===== config.mk =====
export PLATFORM = sky130hd
export DESIGN_NAME = rba_ctrl
export DESIGN_NICKNAME = d
export VERILOG_FILES = /design/src/design/rba_pkg.sv /design/src/design/rba_ctrl.sv
export SDC_FILE = /design/constraint.sdc
export NUM_CORES = 1
export LEC_CHECK = 0
export ABC_AREA = 1
export BUFFER_PORTS_ARGS = -buffer_cell sky130_fd_sc_hd__buf_4
export CAP_MARGIN = 20
export CORE_AREA = 5 5 42 44
export DETAILED_ROUTE_END_ITERATION = 16
export DIE_AREA = 0 0 47 49
export PLACE_DENSITY = 0.3
export SLEW_MARGIN = 15
export SYNTH_ARGS = -nofsm -noshare
export SYNTH_HDL_FRONTEND = slang
export SYNTH_SLANG_ARGS = --single-unit

===== constraint.sdc =====
create_clock -name clk_i -period 2.1 [get_ports clk_i]
set_input_delay 0.105 -clock clk_i [delete_from_list [all_inputs] [get_ports clk_i]]
set_output_delay 0.105 -clock clk_i [all_outputs]
set_load 0.005 [all_outputs]

===== src/design/rba_pkg.sv =====
// Shared types and constants for the reference-counted block allocator.
// Holds request and status codes, the configuration register map and the
// command/status structs between controller and datapath. No dependencies.
`timescale 1ns / 1ps

package rba_pkg;

  // Parameter defaults
  localparam int unsigned POOL_BLOCKS_DEF = 1024;
  localparam int unsigned REF_BITS_DEF    = 16;

  // Configuration port
  localparam int unsigned CFG_W     = 11;
  localparam int unsigned CFG_IDX_W = 1;
  localparam logic [CFG_IDX_W-1:0] CFG_POOL0_SIZE = 1'b0;
  localparam logic [CFG_IDX_W-1:0] CFG_POOL1_SIZE = 1'b1;
  localparam logic [CFG_W-1:0]     SIZE_RESET     = 11'd1024;

  // Request codes
  localparam logic [1:0] REQ_ALLOC   = 2'd0;
  localparam logic [1:0] REQ_RELEASE = 2'd1;
  localparam logic [1:0] REQ_RETAIN  = 2'd2;
  localparam logic [1:0] REQ_COW     = 2'd3;

  // Status codes
  localparam logic [2:0] ST_OK      = 3'd0;
  localparam logic [2:0] ST_NOFREE  = 3'd1;
  localparam logic [2:0] ST_RANGE   = 3'd2;
  localparam logic [2:0] ST_NOTUSED = 3'd3;
  localparam logic [2:0] ST_MAX     = 3'd4;

  // Controller to datapath
  typedef struct packed {
    logic capture;  // latch the request beat and launch memory reads
    logic exec;     // commit the step and load the result register
    logic fix;      // second count write of a copy that took a new block
  } rba_cmd_t;

  // Datapath to controller
  typedef struct packed {
    logic fix_needed;  // current step needs the second count write
  } rba_stat_t;

endpackage


===== src/design/rba_ctrl.sv =====
// Controller for the block allocator: sequences capture, execute and the
// optional second count write, and owns the result valid flag. Uses rba_pkg.
`timescale 1ns / 1ps

module rba_ctrl (
  input  logic              clk_i,
  input  logic              rst_ni,
  input  logic              in_valid_i,
  output logic              in_ready_o,
  output logic              out_valid_o,
  input  logic              out_ready_i,
  input  rba_pkg::rba_stat_t stat_i,
  output rba_pkg::rba_cmd_t  cmd_o
);
  import rba_pkg::*;

  localparam logic [1:0] S_IDLE = 2'd0;
  localparam logic [1:0] S_EXEC = 2'd1;
  localparam logic [1:0] S_FIX  = 2'd2;

  logic [1:0] state_q, state_d;
  logic       out_valid_q, out_valid_d;
  logic       out_free;

  assign out_free    = !out_valid_q || out_ready_i;
  assign in_ready_o  = (state_q == S_IDLE);
  assign out_valid_o = out_valid_q;

  // Next state and commands
  always_comb begin
    state_d = state_q;
    cmd_o   = '0;
    case (state_q)
      S_IDLE: begin
        if (in_valid_i) begin
          cmd_o.capture = 1'b1;
          state_d       = S_EXEC;
        end
      end
      S_EXEC: begin
        // hold until the result register can take the beat
        if (out_free) begin
          cmd_o.exec = 1'b1;
          state_d    = stat_i.fix_needed ? S_FIX : S_IDLE;
        end
      end
      S_FIX: begin
        cmd_o.fix = 1'b1;
        state_d   = S_IDLE;
      end
      default: state_d = S_IDLE;
    endcase
  end

  // Result valid: set on commit, drop when the beat is taken
  always_comb begin
    out_valid_d = out_valid_q;
    if (cmd_o.exec) begin
      out_valid_d = 1'b1;
    end else if (out_ready_i) begin
      out_valid_d = 1'b0;
    end
  end

  always_ff @(posedge clk_i or negedge rst_ni) begin
    if (!rst_ni) begin
      state_q     <= S_IDLE;
      out_valid_q <= 1'b0;
    end else begin
      state_q     <= state_d;
      out_valid_q <= out_valid_d;
    end
  end

endmodule


==> flow_summary.ini <==
[outcome]
run_status = complete, no violations

[floorplanning]
rows = 14
start_util = 0.112
core_mm2 = 0.00140
die_w_um = 47
dieArea_mm2 = 0.00230
io_pins = 10
fp.dieH_um = 49

[setup_path]
critPathKind = reg -> out
worstPathMaxFanout = 3
cp.depth = 4
crit_start = state_q[1]$_DFFE_PN0P_
reg2reg_from = state_q[1]$_DFFE_PN0P_
path_delay_family = flip-flops
critPathRequiredTime_ps = 2000
endpoint = cmd_o[1]
cp_slowest_cell = dfrtp_1
slowest_delay_ps = 390
crit_chain = nor2_2 > nand2_2 > inv_1 > buf_4
timing.reg2reg.setup_slack_ps = 1330
arrival_ps = 1010
crit_path_start_kind = flip-flop
r2r-end = state_q[1]$_DFFE_PN0P_
cp-end-kind = primary output
rr_worst_depth = 3
worst-path-buf-inv = 2

[cells_and_area]
fin_area_um2 = 274
n_antenna_cell = 0
mostFrequentLayoutCell = buf_4
final_cell_mix = 9 x buf_4, 7 x inv_1, 5 x nand2_1
nFillCells = 176
drive_gt1_frac = 0.429
area_growth_pct = 73.8
register_area_um2 = 75.1
multi_input_area_um2 = 48.8
fin_nets = 41

[drt]
postRouteAntennaNets = 0
wl_um = 368
vias_per_cell = 3.14
drc = 0
drtIter0Drc = 2
vias = 160
wl_per_cell_um = 7.22
first_pass_iters = 2

[cts]
cts_buffers = 3
clock-sinks = 3
holdBufCountCts = 1
clockBufferDepth = 2
insertion_delay_ps = 230
root_buffer = clkbuf_4
ctsResizeCount = 0
post_cts_buffers = 0
clk_pin_slew_ps = 40
cts_tree = done
cts.htree.levels = 1

[power_and_ir_drop]
p_leak_nw = 0.165
ir_worst_vdd_mv = 0.231
pwr_density_cell_mw_per_mm2 = 1100

[sta]
tightest_slew_ps = 135
tns_ps = 0
fin_hold_ws_ps = 106
maxSlewHeadroom = 0.910
skew_ps = 5.29
fmax_mhz = 894
hold_violations = 0
setup_viol = 0
rsz0062_at_grt = false
layout_worst_path_cycle_share = 0.533
fin_crit_ps = 1120
finalMaxSlewViolations = 0

[synth]
syn_area_per_cell_um2 = 7.17
yosysUniqueCellTypes = 7
syn_inst = 22
synth-seq-cells = 3
syn_nets = 27
ys.warnings.count = 0
ys_seq_area_frac = 0.476
synthesis.area_um2 = 158

[grt]
grt_pass1_wl_um = 607
grt_usage = 0.0401
grt_overflow = 0
grt_max_degree = 4
antenna_found_initial = 0
grt_pass1_vias = 170

[placed_design]
place_area_um2 = 238
port_buffers = 9
gp_congestion = 0.620

[min_path]
hp-class = in -> reg

[flow_run]
drv_cap = 0
-- synthesized netlist by cell type --
cell / n / area [um^2]
buf_4: 1 / 7.51
dfrtp_1: 3 / 75.1
inv_1: 7 / 26.3
nand2_1: 5 / 18.8
nand2_2: 1 / 6.26
nor2_1: 3 / 11.3
nor2_2: 2 / 12.5
-- how the worst min path moves through the flow --
| stage | startpoint | end | depth (start not counted) |
|---|---|---|---|
| after global routing | stat_i | state_q[1]$_DFFE_PN0P_ | 3 |
| after global placement | rst_ni | state_q[0]$_DFFE_PN0P_ | 1 |
| final | stat_i | state_q[1]$_DFFE_PN0P_ | 3 |
| after detailed placement | rst_ni | state_q[1]$_DFFE_PN0P_ | 1 |
| after CTS | stat_i | state_q[1]$_DFFE_PN0P_ | 3 |
| after floorplan | rst_ni | out_valid_o$_DFFE_PN0P_ | 0 |
-- flip-flops by register name, indices dropped and copies added, names as in the netlist --
| name | count |
|---|---|
| state_q | 2 |
| out_valid_o | 1 |
-- final cells by class --
class	count	share of cell area
tap	16	0.0731
timing repair buffer	10	0.283
clock buffer	4	0.0959
multi-input combinational	11	0.178
sequential	3	0.274
inverter	7	0.0959
-- report_power, final --
| part | total [mW] | switching, mW | leakage (nW) | internal (mW) |
|---|---|---|---|---|
| Clock | 0.103 | 0.0313 | 0.0150 | 0.0713 |
| Combinational | 0.109 | 0.0501 | 0.112 | 0.0586 |
| Sequential | 0.0909 | 0.0144 | 0.0382 | 0.0765 |
| Total | 0.302 | 0.0958 | 0.165 | 0.206 |
-- tightest hold or removal path: stages --
cell and delay, ps:
buf_4 100, inv_1 50, nor2_2 40
-- logic make-up after synthesis --
kind of cell	share of synthesized area
simple gates	0.310
buf+inv	0.214
flops	0.476
-- metrics by stage --
step	total power, mW	setup WS [ps]	util	std cells
6_report	0.302	981	0.196	51
5_1_grt	0.332	871	0.196	51
2_1_floorplan	0.148	1280	-	22
3_5_place_dp	0.202	1220	0.170	46
3_3_place_gp	0.204	1220	0.170	46
4_1_cts	0.311	962	0.196	51
-- metal layers --
metal	vias up	part of all wire	track usage
li1	83	-	-
met2	9	0.36	0.0452
met4	0	0	0.0276
met5	-	0	0
met1	68	0.50	0.0484
met3	0	0.14	0.0332
Power figures use the tool's default switching activity.
